==> src/rtl/core/linear_probe_hash_table_defines.svh <==
// ----------------------------------------------------------------------------
// Linear probe hash table assertion macros
// Concurrent assertion helpers used by the datapath RTL file of the block.
// ----------------------------------------------------------------------------
`ifndef LINEAR_PROBE_HASH_TABLE_DEFINES_SVH
`define LINEAR_PROBE_HASH_TABLE_DEFINES_SVH
`ifndef NO_ASSERTIONS
`define LPHT_ASSERT(label, clk, rst, prop, msg) \
  label: assert property (@(posedge clk) disable iff (rst) prop) else $error(msg);
`define LPHT_ASSERT_ALWAYS(label, clk, prop, msg) \
  label: assert property (@(posedge clk) prop) else $error(msg);
`else
`define LPHT_ASSERT(label, clk, rst, prop, msg)
`define LPHT_ASSERT_ALWAYS(label, clk, prop, msg)
`endif
`endif

==> src/rtl/core/lpht_pkg.sv <==
// ----------------------------------------------------------------------------
// Linear probe hash table package
// Shared widths, result codes, controller states and datapath operations.
// ----------------------------------------------------------------------------
`default_nettype none
package lpht_pkg;
  localparam int LPHT_DEPTH = 32;
  localparam int KEY_W      = 31;
  localparam int VAL_W      = 64;
  localparam int MODE_W     = 2;
  localparam int STATUS_W   = 3;
  localparam int SLOT_W     = 5;
  localparam int SIZE_W     = 6;
  localparam int MAX_RES    = 32;
  localparam int CNT_W      = $clog2(MAX_RES + 1);
  localparam logic [SIZE_W-1:0] SIZE_RESET = 6'd32;

  localparam logic [MODE_W-1:0] MODE_ADD    = 2'd0;
  localparam logic [MODE_W-1:0] MODE_DELETE = 2'd1;
  localparam logic [MODE_W-1:0] MODE_DUMP   = 2'd2;

  localparam logic [STATUS_W-1:0] ST_ADDED      = 3'd0;
  localparam logic [STATUS_W-1:0] ST_FULL       = 3'd1;
  localparam logic [STATUS_W-1:0] ST_REMOVED    = 3'd2;
  localparam logic [STATUS_W-1:0] ST_NOT_FOUND  = 3'd3;
  localparam logic [STATUS_W-1:0] ST_DUMP_ENTRY = 3'd4;
  localparam logic [STATUS_W-1:0] ST_DUMP_EMPTY = 3'd5;

  typedef enum logic [3:0] {
    S_IDLE, S_DISPATCH, S_WAIT_MOD, S_ADD, S_DEL_CHK, S_DEL_CMP,
    S_REP_CHK, S_REP_SCAN, S_REP_CMP, S_DUMP_SCAN, S_DUMP_TAKE, S_EMIT
  } state_t;

  typedef enum logic [4:0] {
    OP_NONE, OP_LOAD, OP_HOME, OP_ADD_PUT, OP_ADD_NEXT, OP_ADD_FULL,
    OP_DEL_READ, OP_DEL_HIT, OP_DEL_NEXT, OP_DEL_MISS,
    OP_REP_INIT, OP_REP_READ, OP_REP_MOVE, OP_REP_NEXT, OP_REP_DONE,
    OP_DUMP_INIT, OP_DUMP_READ, OP_DUMP_NEXT, OP_DUMP_TAKE, OP_DUMP_EMPTY,
    OP_EMIT
  } op_t;

  typedef struct packed {
    logic [MODE_W-1:0] mode;
    logic mod_done;
    logic occ_i;
    logic probe_last;
    logic wrap_home;
    logic key_match;
    logic hole_next_occ;
    logic j_is_hole;
    logic occ_j;
    logic closer;
    logic dump_end;
    logic k_zero;
    logic res_last;
    logic out_free;
  } dp_status_t;
endpackage
`default_nettype wire

==> src/rtl/core/linear_probe_hash_table.sv <==
// ----------------------------------------------------------------------------
// Linear probe hash table
// Open-addressed table with add, delete with hole repair, and dump.
// ----------------------------------------------------------------------------
// One transaction is taken at a time. The home slot comes from a bit-serial
// remainder unit. After that, an add probes one slot at a time until it finds
// a free slot or has probed every slot. A delete checks each probed slot and
// reads it if occupied. The hole repair scan then reads each occupied slot
// that it visits. A dump scans the slots of the active size and reads each
// occupied one. The slot memory has a single read port. A result waits in
// an output register, so a new transaction is taken once the last result is
// loaded. Writing the size register empties the table at once.
`default_nettype none
module linear_probe_hash_table
  import lpht_pkg::*;
#(
  parameter int TABLE_DEPTH = LPHT_DEPTH
) (
  input  wire logic                clk,
  input  wire logic                rst,
  input  wire logic                table_size_write,
  input  wire logic [SIZE_W-1:0]   table_size,
  input  wire logic                valid,
  output logic                     stall,
  input  wire logic [MODE_W-1:0]   mode,
  input  wire logic [KEY_W-1:0]    key,
  input  wire logic [VAL_W-1:0]    value,
  output logic                     result_valid,
  input  wire logic                result_stall,
  output logic [STATUS_W-1:0]      status,
  output logic [SLOT_W-1:0]        slot,
  output logic [KEY_W-1:0]         entry_key,
  output logic [VAL_W-1:0]         entry_value,
  output logic                     last
);
  op_t        op;
  dp_status_t sts;

  lpht_ctrl u_ctrl (
    .clk   (clk),
    .rst   (rst),
    .valid (valid),
    .sts   (sts),
    .op    (op),
    .stall (stall)
  );

  lpht_datapath #(.TABLE_DEPTH(TABLE_DEPTH)) u_dp (
    .clk              (clk),
    .rst              (rst),
    .op               (op),
    .sts              (sts),
    .mode             (mode),
    .key              (key),
    .value            (value),
    .table_size_write (table_size_write),
    .table_size       (table_size),
    .result_valid     (result_valid),
    .result_stall     (result_stall),
    .status           (status),
    .slot             (slot),
    .entry_key        (entry_key),
    .entry_value      (entry_value),
    .last             (last)
  );
endmodule
`default_nettype wire

==> src/rtl/core/lpht_mod.sv <==
// ----------------------------------------------------------------------------
// Linear probe hash table modulo unit
// Restoring remainder of a key by the active table size, one bit per cycle.
// ----------------------------------------------------------------------------
`default_nettype none
module lpht_mod
  import lpht_pkg::*;
#(
  parameter int NW = 6
) (
  input  wire logic              clk,
  input  wire logic              rst,
  input  wire logic              start,
  input  wire logic [KEY_W-1:0]  dividend,
  input  wire logic [NW-1:0]     divisor,
  output logic                   done,
  output logic [NW-1:0]          rem
);
  localparam int BW = $clog2(KEY_W);

  logic [KEY_W-1:0] shreg;
  logic [BW-1:0]    cnt;
  logic             active;
  logic [NW:0]      trial;

  assign trial = {rem, shreg[KEY_W-1]};

  always_ff @(posedge clk) begin
    if (rst) begin
      active <= 1'b0;
      done   <= 1'b0;
    end else begin
      done <= 1'b0;
      if (start) begin
        active <= 1'b1;
        cnt    <= '0;
        rem    <= '0;
        shreg  <= dividend;
      end else if (active) begin
        shreg <= {shreg[KEY_W-2:0], 1'b0};
        if (trial >= {1'b0, divisor}) begin
          rem <= NW'(trial - {1'b0, divisor});
        end else begin
          rem <= NW'(trial);
        end
        cnt <= cnt + 1'b1;
        if (cnt == BW'(KEY_W - 1)) begin
          active <= 1'b0;
          done   <= 1'b1;
        end
      end
    end
  end
endmodule
`default_nettype wire

==> src/rtl/core/lpht_datapath.sv <==
// ----------------------------------------------------------------------------
// Linear probe hash table datapath
// Slot storage, probe pointers, result and output registers.
// ----------------------------------------------------------------------------
`default_nettype none
`include "linear_probe_hash_table_defines.svh"
module lpht_datapath
  import lpht_pkg::*;
#(
  parameter int TABLE_DEPTH = LPHT_DEPTH
) (
  input  wire logic                clk,
  input  wire logic                rst,
  input  wire op_t                 op,
  output dp_status_t               sts,
  input  wire logic [MODE_W-1:0]   mode,
  input  wire logic [KEY_W-1:0]    key,
  input  wire logic [VAL_W-1:0]    value,
  input  wire logic                table_size_write,
  input  wire logic [SIZE_W-1:0]   table_size,
  output logic                     result_valid,
  input  wire logic                result_stall,
  output logic [STATUS_W-1:0]      status,
  output logic [SLOT_W-1:0]        slot,
  output logic [KEY_W-1:0]         entry_key,
  output logic [VAL_W-1:0]         entry_value,
  output logic                     last
);
  localparam int IW = $clog2(TABLE_DEPTH);
  localparam int NW = $clog2(TABLE_DEPTH + 1);
  localparam int SW = SIZE_W + 1;

  logic [SIZE_W-1:0]      size_reg;
  logic [NW-1:0]          n_act;
  logic [SW-1:0]          size_ext;
  logic [TABLE_DEPTH-1:0] occ;
  logic [KEY_W-1:0]       key_mem [TABLE_DEPTH];
  logic [VAL_W-1:0]       val_mem [TABLE_DEPTH];
  logic [IW-1:0]          home_mem [TABLE_DEPTH];
  logic [KEY_W-1:0]       rd_key;
  logic [VAL_W-1:0]       rd_val;
  logic [IW-1:0]          rd_home;
  logic [MODE_W-1:0]      in_mode;
  logic [KEY_W-1:0]       in_key;
  logic [VAL_W-1:0]       in_val;
  logic [NW-1:0]          i;
  logic [NW-1:0]          c;
  logic [IW-1:0]          home;
  logic [IW-1:0]          hole;
  logic [IW-1:0]          j;
  logic [IW-1:0]          found;
  logic [CNT_W-1:0]       k;
  logic [STATUS_W-1:0]    res_status;
  logic [SLOT_W-1:0]      res_slot;
  logic [KEY_W-1:0]       res_key;
  logic [VAL_W-1:0]       res_val;
  logic                   res_last;
  logic                   mod_done;
  logic [NW-1:0]          mod_rem;
  logic                   rd_en;
  logic [IW-1:0]          rd_addr;
  logic                   wr_en;
  logic [IW-1:0]          wr_addr;
  logic [KEY_W-1:0]       wr_key;
  logic [VAL_W-1:0]       wr_val;
  logic [IW-1:0]          wr_home;
  logic                   any_above;
  logic                   out_free;
  logic [NW-1:0]          i_inc;
  logic [IW-1:0]          hole_inc;

  function automatic logic [NW-1:0] wrap_inc(logic [NW-1:0] x, logic [NW-1:0] n);
    return (x == n - 1'b1) ? '0 : x + 1'b1;
  endfunction

  function automatic logic [IW-1:0] wrap_dec(logic [IW-1:0] x, logic [NW-1:0] n);
    return (x == '0) ? IW'(n - 1'b1) : x - 1'b1;
  endfunction

  function automatic logic [NW:0] down_dist(logic [IW-1:0] at, logic [IW-1:0] hm,
                                            logic [NW-1:0] n);
    logic [NW:0] a;
    logic [NW:0] h;
    a = (NW+1)'(at);
    h = (NW+1)'(hm);
    return (a < h) ? a + (NW+1)'(n) - h : a - h;
  endfunction

  assign size_ext = SW'(size_reg);

  always_comb begin
    if (size_reg == '0) begin
      n_act = NW'(1);
    end else if (size_ext > SW'(TABLE_DEPTH)) begin
      n_act = NW'(TABLE_DEPTH);
    end else begin
      n_act = NW'(size_reg);
    end
  end

  lpht_mod #(.NW(NW)) u_mod (
    .clk      (clk),
    .rst      (rst),
    .start    (op == OP_LOAD),
    .dividend (key),
    .divisor  (n_act),
    .done     (mod_done),
    .rem      (mod_rem)
  );

  assign i_inc    = wrap_inc(i, n_act);
  assign hole_inc = IW'(wrap_inc(NW'(hole), n_act));
  assign out_free = !result_valid || !result_stall;

  always_comb begin
    any_above = 1'b0;
    for (int b = 0; b < TABLE_DEPTH; b++) begin
      if (occ[b] && (NW'(b) > i) && (NW'(b) < n_act)) begin
        any_above = 1'b1;
      end
    end
  end

  always_comb begin
    sts.mode          = in_mode;
    sts.mod_done      = mod_done;
    sts.occ_i         = occ[i[IW-1:0]];
    sts.probe_last    = (c == n_act - 1'b1);
    sts.wrap_home     = (i_inc == NW'(home));
    sts.key_match     = (rd_key == in_key);
    sts.hole_next_occ = occ[hole_inc];
    sts.j_is_hole     = (j == hole);
    sts.occ_j         = occ[j];
    sts.closer        = down_dist(hole, rd_home, n_act) < down_dist(j, rd_home, n_act);
    sts.dump_end      = (i >= n_act) || (k == CNT_W'(MAX_RES));
    sts.k_zero        = (k == '0);
    sts.res_last      = res_last;
    sts.out_free      = out_free;
  end

  always_comb begin
    rd_en   = 1'b0;
    rd_addr = i[IW-1:0];
    wr_en   = 1'b0;
    wr_addr = i[IW-1:0];
    wr_key  = in_key;
    wr_val  = in_val;
    wr_home = home;
    case (op)
      OP_DEL_READ, OP_DUMP_READ: begin
        rd_en = 1'b1;
      end
      OP_REP_READ: begin
        rd_en   = 1'b1;
        rd_addr = j;
      end
      OP_ADD_PUT: begin
        wr_en = 1'b1;
      end
      OP_REP_MOVE: begin
        wr_en   = 1'b1;
        wr_addr = hole;
        wr_key  = rd_key;
        wr_val  = rd_val;
        wr_home = rd_home;
      end
      default: begin
      end
    endcase
  end

  always_ff @(posedge clk) begin
    if (wr_en) begin
      key_mem[wr_addr]  <= wr_key;
      val_mem[wr_addr]  <= wr_val;
      home_mem[wr_addr] <= wr_home;
    end
    if (rd_en) begin
      rd_key  <= key_mem[rd_addr];
      rd_val  <= val_mem[rd_addr];
      rd_home <= home_mem[rd_addr];
    end
  end

  always_ff @(posedge clk) begin
    if (rst) begin
      size_reg <= SIZE_RESET;
      occ      <= '0;
    end else if (table_size_write) begin
      size_reg <= table_size;
      occ      <= '0;
    end else begin
      case (op)
        OP_ADD_PUT:  occ[i[IW-1:0]] <= 1'b1;
        OP_DEL_HIT:  occ[i[IW-1:0]] <= 1'b0;
        OP_REP_MOVE: begin
          occ[hole] <= 1'b1;
          occ[j]    <= 1'b0;
        end
        default: begin
        end
      endcase
    end
  end

  always_ff @(posedge clk) begin
    case (op)
      OP_LOAD: begin
        in_mode <= mode;
        in_key  <= key;
        in_val  <= value;
      end
      OP_HOME: begin
        i    <= mod_rem;
        c    <= '0;
        home <= IW'(mod_rem);
      end
      OP_ADD_PUT: begin
        res_status <= ST_ADDED;
        res_slot   <= SLOT_W'(i);
        res_key    <= in_key;
        res_val    <= '0;
        res_last   <= 1'b1;
      end
      OP_ADD_NEXT: begin
        i <= i_inc;
        c <= c + 1'b1;
      end
      OP_ADD_FULL: begin
        res_status <= ST_FULL;
        res_slot   <= '0;
        res_key    <= in_key;
        res_val    <= '0;
        res_last   <= 1'b1;
      end
      OP_DEL_HIT: begin
        found <= i[IW-1:0];
        hole  <= i[IW-1:0];
      end
      OP_DEL_NEXT: begin
        i <= i_inc;
      end
      OP_DEL_MISS: begin
        res_status <= ST_NOT_FOUND;
        res_slot   <= '0;
        res_key    <= in_key;
        res_val    <= '0;
        res_last   <= 1'b1;
      end
      OP_REP_INIT: begin
        j <= wrap_dec(hole, n_act);
      end
      OP_REP_MOVE: begin
        hole <= j;
      end
      OP_REP_NEXT: begin
        j <= wrap_dec(j, n_act);
      end
      OP_REP_DONE: begin
        res_status <= ST_REMOVED;
        res_slot   <= SLOT_W'(found);
        res_key    <= in_key;
        res_val    <= '0;
        res_last   <= 1'b1;
      end
      OP_DUMP_INIT: begin
        i <= '0;
        k <= '0;
      end
      OP_DUMP_NEXT: begin
        i <= i + 1'b1;
      end
      OP_DUMP_TAKE: begin
        res_status <= ST_DUMP_ENTRY;
        res_slot   <= SLOT_W'(i);
        res_key    <= rd_key;
        res_val    <= rd_val;
        res_last   <= (k == CNT_W'(MAX_RES - 1)) || !any_above;
        k          <= k + 1'b1;
        i          <= i + 1'b1;
      end
      OP_DUMP_EMPTY: begin
        res_status <= ST_DUMP_EMPTY;
        res_slot   <= '0;
        res_key    <= '0;
        res_val    <= '0;
        res_last   <= 1'b1;
      end
      default: begin
      end
    endcase
  end

  always_ff @(posedge clk) begin
    if (rst) begin
      result_valid <= 1'b0;
    end else if (op == OP_EMIT) begin
      result_valid <= 1'b1;
    end else if (!result_stall) begin
      result_valid <= 1'b0;
    end
  end

  always_ff @(posedge clk) begin
    if (op == OP_EMIT) begin
      status      <= res_status;
      slot        <= res_slot;
      entry_key   <= res_key;
      entry_value <= res_val;
      last        <= res_last;
    end
  end

  `LPHT_ASSERT(a_occ_within_size, clk, rst, ($countones(occ) <= int'(n_act)), "slots beyond size")
  `LPHT_ASSERT(a_emit_free, clk, rst, (op == OP_EMIT) |-> out_free, "result overwritten")
  `LPHT_ASSERT(a_move_ok, clk, rst, (op == OP_REP_MOVE) |-> (!occ[hole] && occ[j]), "bad move")
  `LPHT_ASSERT(a_emit_valid, clk, rst, (op == OP_EMIT) |=> result_valid, "result lost")
endmodule
`default_nettype wire

==> src/rtl/core/lpht_ctrl.sv <==
// ----------------------------------------------------------------------------
// Linear probe hash table controller
// Sequences add, delete with hole repair, and dump over the datapath.
// ----------------------------------------------------------------------------
`default_nettype none
module lpht_ctrl
  import lpht_pkg::*;
(
  input  wire logic       clk,
  input  wire logic       rst,
  input  wire logic       valid,
  input  wire dp_status_t sts,
  output op_t             op,
  output logic            stall
);
  state_t state;
  state_t state_next;

  always_ff @(posedge clk) begin
    if (rst) begin
      state <= S_IDLE;
    end else begin
      state <= state_next;
    end
  end

  assign stall = (state != S_IDLE);

  always_comb begin
    state_next = state;
    op         = OP_NONE;
    case (state)
      S_IDLE: begin
        if (valid) begin
          op         = OP_LOAD;
          state_next = S_DISPATCH;
        end
      end
      S_DISPATCH: begin
        if (sts.mode == MODE_ADD || sts.mode == MODE_DELETE) begin
          state_next = S_WAIT_MOD;
        end else if (sts.mode == MODE_DUMP) begin
          op         = OP_DUMP_INIT;
          state_next = S_DUMP_SCAN;
        end else begin
          state_next = S_IDLE;
        end
      end
      S_WAIT_MOD: begin
        if (sts.mod_done) begin
          op         = OP_HOME;
          state_next = (sts.mode == MODE_ADD) ? S_ADD : S_DEL_CHK;
        end
      end
      S_ADD: begin
        if (!sts.occ_i) begin
          op         = OP_ADD_PUT;
          state_next = S_EMIT;
        end else if (sts.probe_last) begin
          op         = OP_ADD_FULL;
          state_next = S_EMIT;
        end else begin
          op = OP_ADD_NEXT;
        end
      end
      S_DEL_CHK: begin
        if (!sts.occ_i) begin
          op         = OP_DEL_MISS;
          state_next = S_EMIT;
        end else begin
          op         = OP_DEL_READ;
          state_next = S_DEL_CMP;
        end
      end
      S_DEL_CMP: begin
        if (sts.key_match) begin
          op         = OP_DEL_HIT;
          state_next = S_REP_CHK;
        end else if (sts.wrap_home) begin
          op         = OP_DEL_MISS;
          state_next = S_EMIT;
        end else begin
          op         = OP_DEL_NEXT;
          state_next = S_DEL_CHK;
        end
      end
      S_REP_CHK: begin
        if (sts.hole_next_occ) begin
          op         = OP_REP_INIT;
          state_next = S_REP_SCAN;
        end else begin
          op         = OP_REP_DONE;
          state_next = S_EMIT;
        end
      end
      S_REP_SCAN: begin
        if (sts.j_is_hole) begin
          op         = OP_REP_DONE;
          state_next = S_EMIT;
        end else if (sts.occ_j) begin
          op         = OP_REP_READ;
          state_next = S_REP_CMP;
        end else begin
          op = OP_REP_NEXT;
        end
      end
      S_REP_CMP: begin
        if (sts.closer) begin
          op         = OP_REP_MOVE;
          state_next = S_REP_CHK;
        end else begin
          op         = OP_REP_NEXT;
          state_next = S_REP_SCAN;
        end
      end
      S_DUMP_SCAN: begin
        if (sts.dump_end) begin
          if (sts.k_zero) begin
            op         = OP_DUMP_EMPTY;
            state_next = S_EMIT;
          end else begin
            state_next = S_IDLE;
          end
        end else if (sts.occ_i) begin
          op         = OP_DUMP_READ;
          state_next = S_DUMP_TAKE;
        end else begin
          op = OP_DUMP_NEXT;
        end
      end
      S_DUMP_TAKE: begin
        op         = OP_DUMP_TAKE;
        state_next = S_EMIT;
      end
      S_EMIT: begin
        if (sts.out_free) begin
          op         = OP_EMIT;
          state_next = sts.res_last ? S_IDLE : S_DUMP_SCAN;
        end
      end
      default: begin
        state_next = S_IDLE;
      end
    endcase
  end
endmodule
`default_nettype wire
==> config.mk <==
export PLATFORM = sky130hd
export DESIGN_NAME = linear_probe_hash_table
export DESIGN_NICKNAME = d
export VERILOG_FILES = /design/src/rtl/core/lpht_pkg.sv /design/src/rtl/core/linear_probe_hash_table.sv /design/src/rtl/core/lpht_mod.sv /design/src/rtl/core/lpht_datapath.sv /design/src/rtl/core/lpht_ctrl.sv
export VERILOG_INCLUDE_DIRS = /design/src /design/src/rtl/core
export SDC_FILE = /design/constraint.sdc
export NUM_CORES = 2
export LEC_CHECK = 0
export BUFFER_PORTS_ARGS = -buffer_cell sky130_fd_sc_hd__buf_2
export CORE_ASPECT_RATIO = 1.1
export CORE_MARGIN = 5
export CORE_UTILIZATION = 54
export DETAILED_ROUTE_END_ITERATION = 7
export PLACE_DENSITY_LB_ADDON = 0.2
export SYNTH_ARGS = -nofsm -noshare
export SYNTH_HDL_FRONTEND = slang
export SYNTH_SLANG_ARGS = --single-unit
==> constraint.sdc <==
create_clock -name clk -period 42.8 [get_ports clk]
set_input_delay 6.42 -clock clk [delete_from_list [all_inputs] [get_ports clk]]
set_output_delay 6.42 -clock clk [all_outputs]
set_load 0.01 [all_outputs]
=== After elaboration in Yosys (flattened, before gate mapping) ===
Memories as Yosys holds them, arrays and structs flattened. A register that Yosys moved wholly into a read port is not among the register bits.
Cells that the tools add are included.

* Register bits: 430
* Memory bits (writable): 3200
* Bits of input ports: 108
* Output and inout bits: 106
* Word-level logic and storage cells: 406
* Memories: 3

* $add $sub $neg: 15
* $lt $le $gt $ge: 77
* Equality and inequality tests: 49
* Muxes and demuxes: 121
* Bitwise operators: 8
* Reduce and logical (&&, ||, !) cells: 104

{| class="wikitable"
|+ Memories
! memory !! depth !! bits a word !! rd ports !! clocked after Yosys merged registers in !! write ports !! line !! source
|-
| u_dp.val_mem || 32 || 64 || 1 || 1 || 1 || lpht_datapath.sv:38 || <nowiki>logic [VAL_W-1:0] val_mem [TABLE_DEPTH];</nowiki>
|-
| u_dp.key_mem || 32 || 31 || 1 || 1 || 1 || lpht_datapath.sv:37 || <nowiki>logic [KEY_W-1:0] key_mem [TABLE_DEPTH];</nowiki>
|-
| u_dp.home_mem || 32 || 5 || 1 || 1 || 1 || lpht_datapath.sv:39 || <nowiki>logic [IW-1:0] home_mem [TABLE_DEPTH];</nowiki>
|}

{| class="wikitable"
|+ Operators by type and width
! cell !! number
|-
| $pmux W64 S2 || 1
|-
| $gt A5 B6 Y1 const A || 16
|-
| $lt A5 B6 Y1 const A || 16
|-
| $pmux W32 S3 || 1
|-
| $mux W31 || 3
|-
| $pmux W31 S3 || 1
|-
| $mux W4 || 19
|-
| $mux W5 || 14
|-
| $logic_and A1 B1 Y1 || 67
|-
| $and A32 B32 Y32 || 2
|-
| $mux W64 || 1
|-
| $not A32 Y32 || 2
|-
| $or A32 B32 Y32 || 2
|-
| $pmux W5 S12 || 1
|-
| $mux W1 || 54
|-
| $gt A4 B6 Y1 const A || 8
|-
| $lt A4 B6 Y1 const A || 8
|-
| $pmux W4 S12 || 1
|-
| $eq A5 B4 Y1 const B || 8
|-
| $eq A31 B31 Y1 || 1
|-
| $eq A5 B5 Y1 const B || 6
|-
| $mux W6 || 5
|-
| $gt A3 B6 Y1 const A || 4
|-
| $lt A3 B6 Y1 const A || 4
|-
| 66 further kinds || 129
|}

=== Depth between registers and ports, before layout ===
* Depth after elaboration: 40
* Mapped depth: 32

=== Cells and area by module ===
From an unflattened synthesis, not the netlist that was laid out.

* Cells, all modules: 11597
* Area total of the unflattened synthesis: 151392.7 um^2

{| class="wikitable"
|+ By module, submodules not included
! module !! times used !! cells an instance !! area each (um^2) !! seq. area each (um^2)
|-
| lpht_datapath || 1 || 11339 || 148497.4 || 110175.7
|-
| lpht_mod || 1 || 153 || 2178.3 || 1301.2
|-
| lpht_ctrl || 1 || 105 || 716.9 || 80.1
|}

=== Worst setup path before layout ===
No wires, ideal clock.

* Path type: input to register
* From: input port result_stall
* To: memory u_dp.home_mem[18][0] in the netlist's numbering, enable pin
* Data arrival time: 17564 ps
* Data required time: 42240 ps
* Setup slack: 24676 ps
* Stages on the path: 9
* Cells stage by stage: a21oi_1 nor3b_1 o211ai_1 nor2_1 nor2b_1 clkbuf_1 buf_2 a21oi_1 nor2_1

* Cells in the longest elaborated chain, start to end: 9
* Elaborated cells between the ends (all ways): 11

{| class="wikitable"
|+ Ends and longest elaborated chain
! item !! line !! source
|-
| start, declared || linear_probe_hash_table.sv:29 || <nowiki>input wire logic result_stall,</nowiki>
|-
| $logic_not A1 Y1 (*) || lpht_datapath.sv:113 || <nowiki>assign out_free = !result_valid || !result_stall;</nowiki>
|-
| $logic_or A1 B1 Y1 (*) || lpht_datapath.sv:113 ||
|-
| $mux W5 (*) || lpht_ctrl.sv:136 || <nowiki>if (sts.out_free) begin</nowiki>
|-
| $pmux W5 S12 (*) || lpht_ctrl.sv:32 || <nowiki>case (state)</nowiki>
|-
| $eq A5 B2 Y1 or $eq A5 B4 Y1 (tied branches) || lpht_datapath.sv:149 || <nowiki>case (op)</nowiki>
|-
| $reduce_or A2 Y1 (no source line) || - ||
|-
| $mux W1 || lpht_datapath.sv:149 ||
|-
| $mux W1 || lpht_datapath.sv:173 || <nowiki>if (wr_en) begin</nowiki>
|-
| $mux W1 (not written as such) || lpht_datapath.sv:176 || <nowiki>home_mem[wr_addr] <= wr_home;</nowiki>
|-
| end, declared || lpht_datapath.sv:39 ||
|}

Every way passes the cells marked *; elsewhere a longest branch is shown, timed or not.

=== Worst setup path after layout ===
* From: input port valid
* To: register u_dp.rd_val[63] (read register of u_dp.val_mem), data pin

* Cells in the longest elaborated chain, start to end: 5
* Elaborated cells between the ends (all ways): 8

{| class="wikitable"
|+ Ends and longest elaborated chain
! item !! line !! source
|-
| start, declared || linear_probe_hash_table.sv:23 || <nowiki>input wire logic valid,</nowiki>
|-
| $mux W1 (*) || lpht_ctrl.sv:34 || <nowiki>if (valid) begin</nowiki>
|-
| $pmux W5 S12 (*) || lpht_ctrl.sv:32 ||
|-
| $eq A5 B3 Y1, or another cell as far along || lpht_datapath.sv:149 ||
|-
| $reduce_or A3 Y1 (no source line) || - ||
|-
| $mux W1 || lpht_datapath.sv:149 ||
|-
| end, declared || lpht_datapath.sv:41 || <nowiki>logic [VAL_W-1:0] rd_val;</nowiki>
|}

Marks and branches as above.
A chain may end at the register's enable or synchronous reset.

==> impl_metrics.py <==
metrics = {
    "synth": {
        "synth_sequential_area_ratio_pct": 73.7,
        "synth_enable_flop_cells": 3685,
        "post_synth_main_area_contributors": "edfxtp_1 73%, nand2_1 4.8%, mux2i_1 4.6%",
        "mappedNetlistNets": 10700,
        "synth_largest_area_cell": "edfxtp_1",
        "synth.yosys.warnings": 0,
        "postSynthAreaPerCell_sq_um": 14.4,
        "synthesis.instances": 10500,
        "primary_flip_flop_cell_chosen_by_synthesis_mapping": "edfxtp_1",
        "asyncSetResetFlopFracSynth_pct": 0,
        "synth.top_cell.area_share_pct": 73.1,
        "mappedNetlistArea_sq_um": 151000,
        "number_of_distinct_library_cell_variants_in_the_gate_level_netlist_after_synthesis": 87,
        "ys_ff_latch": 3730,
    },
    "final_layout": {
        "max_flop_register": "u_dp.val_mem",
        "largest_reg_flops": 2048,
        "count_of_nets_after_finishing": 10800,
        "layoutNonFillerInstCount": 14600,
        "layout-drive-gt1-share_pct": 9.62,
        "reg_top3": "u_dp.val_mem x2048, u_dp.key_mem x992, u_dp.home_mem x160",
        "layout_commonest_cell": "edfxtp_1",
        "layout.core_utilization_pct": 60.2,
        "syn2layout_area_growth_pct": 10.9,
        "layout.cells.most_common_list": "3,685 x edfxtp_1, 1,922 x nand2_1, 693 x mux2i_1",
    },
    "floorplanning": {
        "floorplan.initialDensity_pct": 54.3,
        "boundaryPins": 214,
        "row_cnt": 203,
        "design.die.area_sq_um": 291000,
        "core-area_sq_um": 279000,
        "die_h_um": 565,
        "die_width_um": 515,
    },
    "worst_setup_path": {
        "reg_to_reg_setup_timing_slack_ns": 31.18,
        "max_stage_delay_ns": 1.05,
        "critical_path.most_common_cell": "buf_4",
        "ff2ff_path_depth": 29,
        "cell_chain_of_the_critical_path": "buf_2 > and3_4 > a211o_1 > a41oi_1 > and3_1 > a211o_4 > buf_4 > buf_4 > buf_4 > mux2i_4 > nor2_4 > buf_4 > buf_4 > a32oi_1 > nand4_1 > a32oi_1",
        "category_of_the_critical_setup_timing_path": "input pin to flip-flop",
        "start_kind": "input pin",
        "worst_ep_arrival_time_ns": 13.27,
        "critical_path.n_buffers_inverters": 6,
        "timing.critical_path.depth": 16,
        "cpLargestDelayFamily": "buffers and inverters",
        "timing.critical_path.slowest_stage_cell": "buf_4",
        "crit_fanout": 49,
        "critical_path.endpoint_type": "flip-flop",
        "worstPathRequired_ns": 43.38,
    },
    "clock_tree": {
        "cts_max_path_buffers": 4,
        "clk_pin_slew_worst_paths_ns": 0.06,
        "latest_clock_arrival_within_the_worst_skew_pair_ns": 0.92,
        "numCtsBuffers": 374,
        "clock-root-buffer": "clkbuf_16",
        "cts_hold_repair.buffers": 0,
        "tritoncts_clock_tree": "built",
        "clock_sink_count": 3730,
        "post_cts.resized_instances": 0,
        "htree_num_levels": 5,
        "cts.repair_timing.setup_buffer_count": 0,
    },
    "global_routing": {
        "initial_antenna_violation_count": 11,
        "grt_max_degree": 202,
        "grt-ovfl-total": 0,
        "grt_pass1_vias": 91500,
        "track_usage_pct": 30.5,
        "grt_first_pass_wirelength_mm": 649,
    },
    "timing": {
        "setup_viol": 0,
        "finalWorstPathRequiredPeriod_ns": 12.69,
        "achievable-frequency_mhz": 78.8,
        "final_max_slew_viol_count": 0,
        "grt_setup_unrepaired": "false",
        "tns_ns": 0,
        "final-hold-violation-count": 0,
        "finClkSkew_ns": 0.0551,
        "worst-slew-pin-transition_ns": 1.43,
        "timing.max_slew.rel_slack_pct": 4.44,
        "fin_crit_sh_pct": 29.6,
        "final_critical_path_setup_slack_ns": 30.11,
    },
    "placement": {
        "dpl.hpwl_mm": 217,
        "portBuffers": 213,
        "gpl.final_weighted_congestion": 0.891,
        "dp.cells": 13900,
        "dpl_worst_slack_ns": 29.46,
    },
    "detailed_routing": {
        "route.antenna.remaining_nets": 0,
        "post_drt_via_cell_ratio": 6.57,
        "via_count": 95900,
        "dr.first_iter.drc_count": 14500,
        "firstDrtPassIters": 7,
        "route.detailed.drc": 0,
        "routed_wire_length_per_instance_um": 31.3,
        "drt-total-wl_mm": 456,
    },
    "pwr": {
        "total_power_w": 0.0111,
        "power.density_cell_area_nw_per_um2": 66.0,
        "ir_drop_mv": 0.0824,
        "leakage_nw": 56.5,
    },
    "min_path": {
        "hold-path-cell-count": 0,
        "hp-class": "flip-flop to flip-flop",
    },
    "flow_run": {
        "drv.max_cap_violation_count": 0,
    },
    "run_status": {
        "run_status": "finished clean",
    },
}
stage by stage:
step	area (sq um)	hold WS (ns)
floorplan	151000	0.400
global placement	156000	0.401
detailed placement	156000	0.405
CTS	168000	0.409
global route	168000	0.411
finish	168000	0.401
final timing paths:
| kind | endpoint | startpoint |
|---|---|---|
| worst max-delay path | u_dp.rd_val[63] | valid |
| worst max register to register | u_dp.rd_val[63] | u_dp.size_reg[2] |
| worst min-delay path | u_dp.entry_value[43] | u_dp.res_val[43] |
| worst min register to register | u_dp.entry_value[43] | u_dp.res_val[43] |
synth_stat cells (all sizes together) (6+ instances only):
master	number
a32oi	283
xnor2	68
clkbuf	397
a41oi	96
a2111oi	14
o22ai	14
mux2	69
a22oi	14
nand3	433
a21oi	368
edfxtp	3685
nor2b	19
dfxtp	45
mux2i	701
nand4	106
o32ai	101
nor3	41
nand3b	6
mux4	7
a21o	16
nand2b	12
o221ai	109
nor2	526
o21a	8
o21ai	286
a22o	6
a311oi	115
a31oi	25
nand2	1925
o211ai	19
fa	13
nor4	15
or2	7
ha	62
a211oi	261
buf	311
o31ai	7
and3	9
and2	72
xor2	19
inv	189
o21bai	7
area by class of cell:
cell class | instances | area, sq um
Fill cell | 20600 | 111000
Clock inverter | 202 | 1800
Antenna cell | 9 | 22.5
Clock buffer | 465 | 9910
Sequential cell | 3730 | 112000
Timing Repair Buffer | 381 | 2820
Multi-Input combinational cell | 5912 | 36400
Inverter | 191 | 718
Tap cell | 3690 | 4620
layer usage:
layer	share of wire [%]	vias up	global-route usage, %	routed length, um
li1	-	40300	-	-
met1	39	48200	43.2	176000
met2	46	6219	48.0	211000
met3	11	1067	5.72	51400
met4	3.9	2	11.0	18000
met5	0.012	-	0	57
report_power, final:
group / switching [W] / internal [W] / leakage, nW / total, W
clock network: 0.00136 / 0.00181 / 5.71 / 0.00317
logic: 0.00243 / 0.000918 / 17.3 / 0.00334
registers: 0.0000859 / 0.00448 / 33.6 / 0.00456
kinds of logic (layout without fill, tap and decap cells):
logic type	Yosys count	after routing	synth area share [%]
compound gates	1784	1784	8.42
buf+inv	899	1239	2.60
xor+xnor	89	89	0.533
other cells	0	9	0
mux	777	777	5.27
simple gates	3187	3187	8.77
fa+ha+maj	75	75	0.685
flops	3730	3730	73.7
Note: power is estimated with default switching activity, not from simulation.
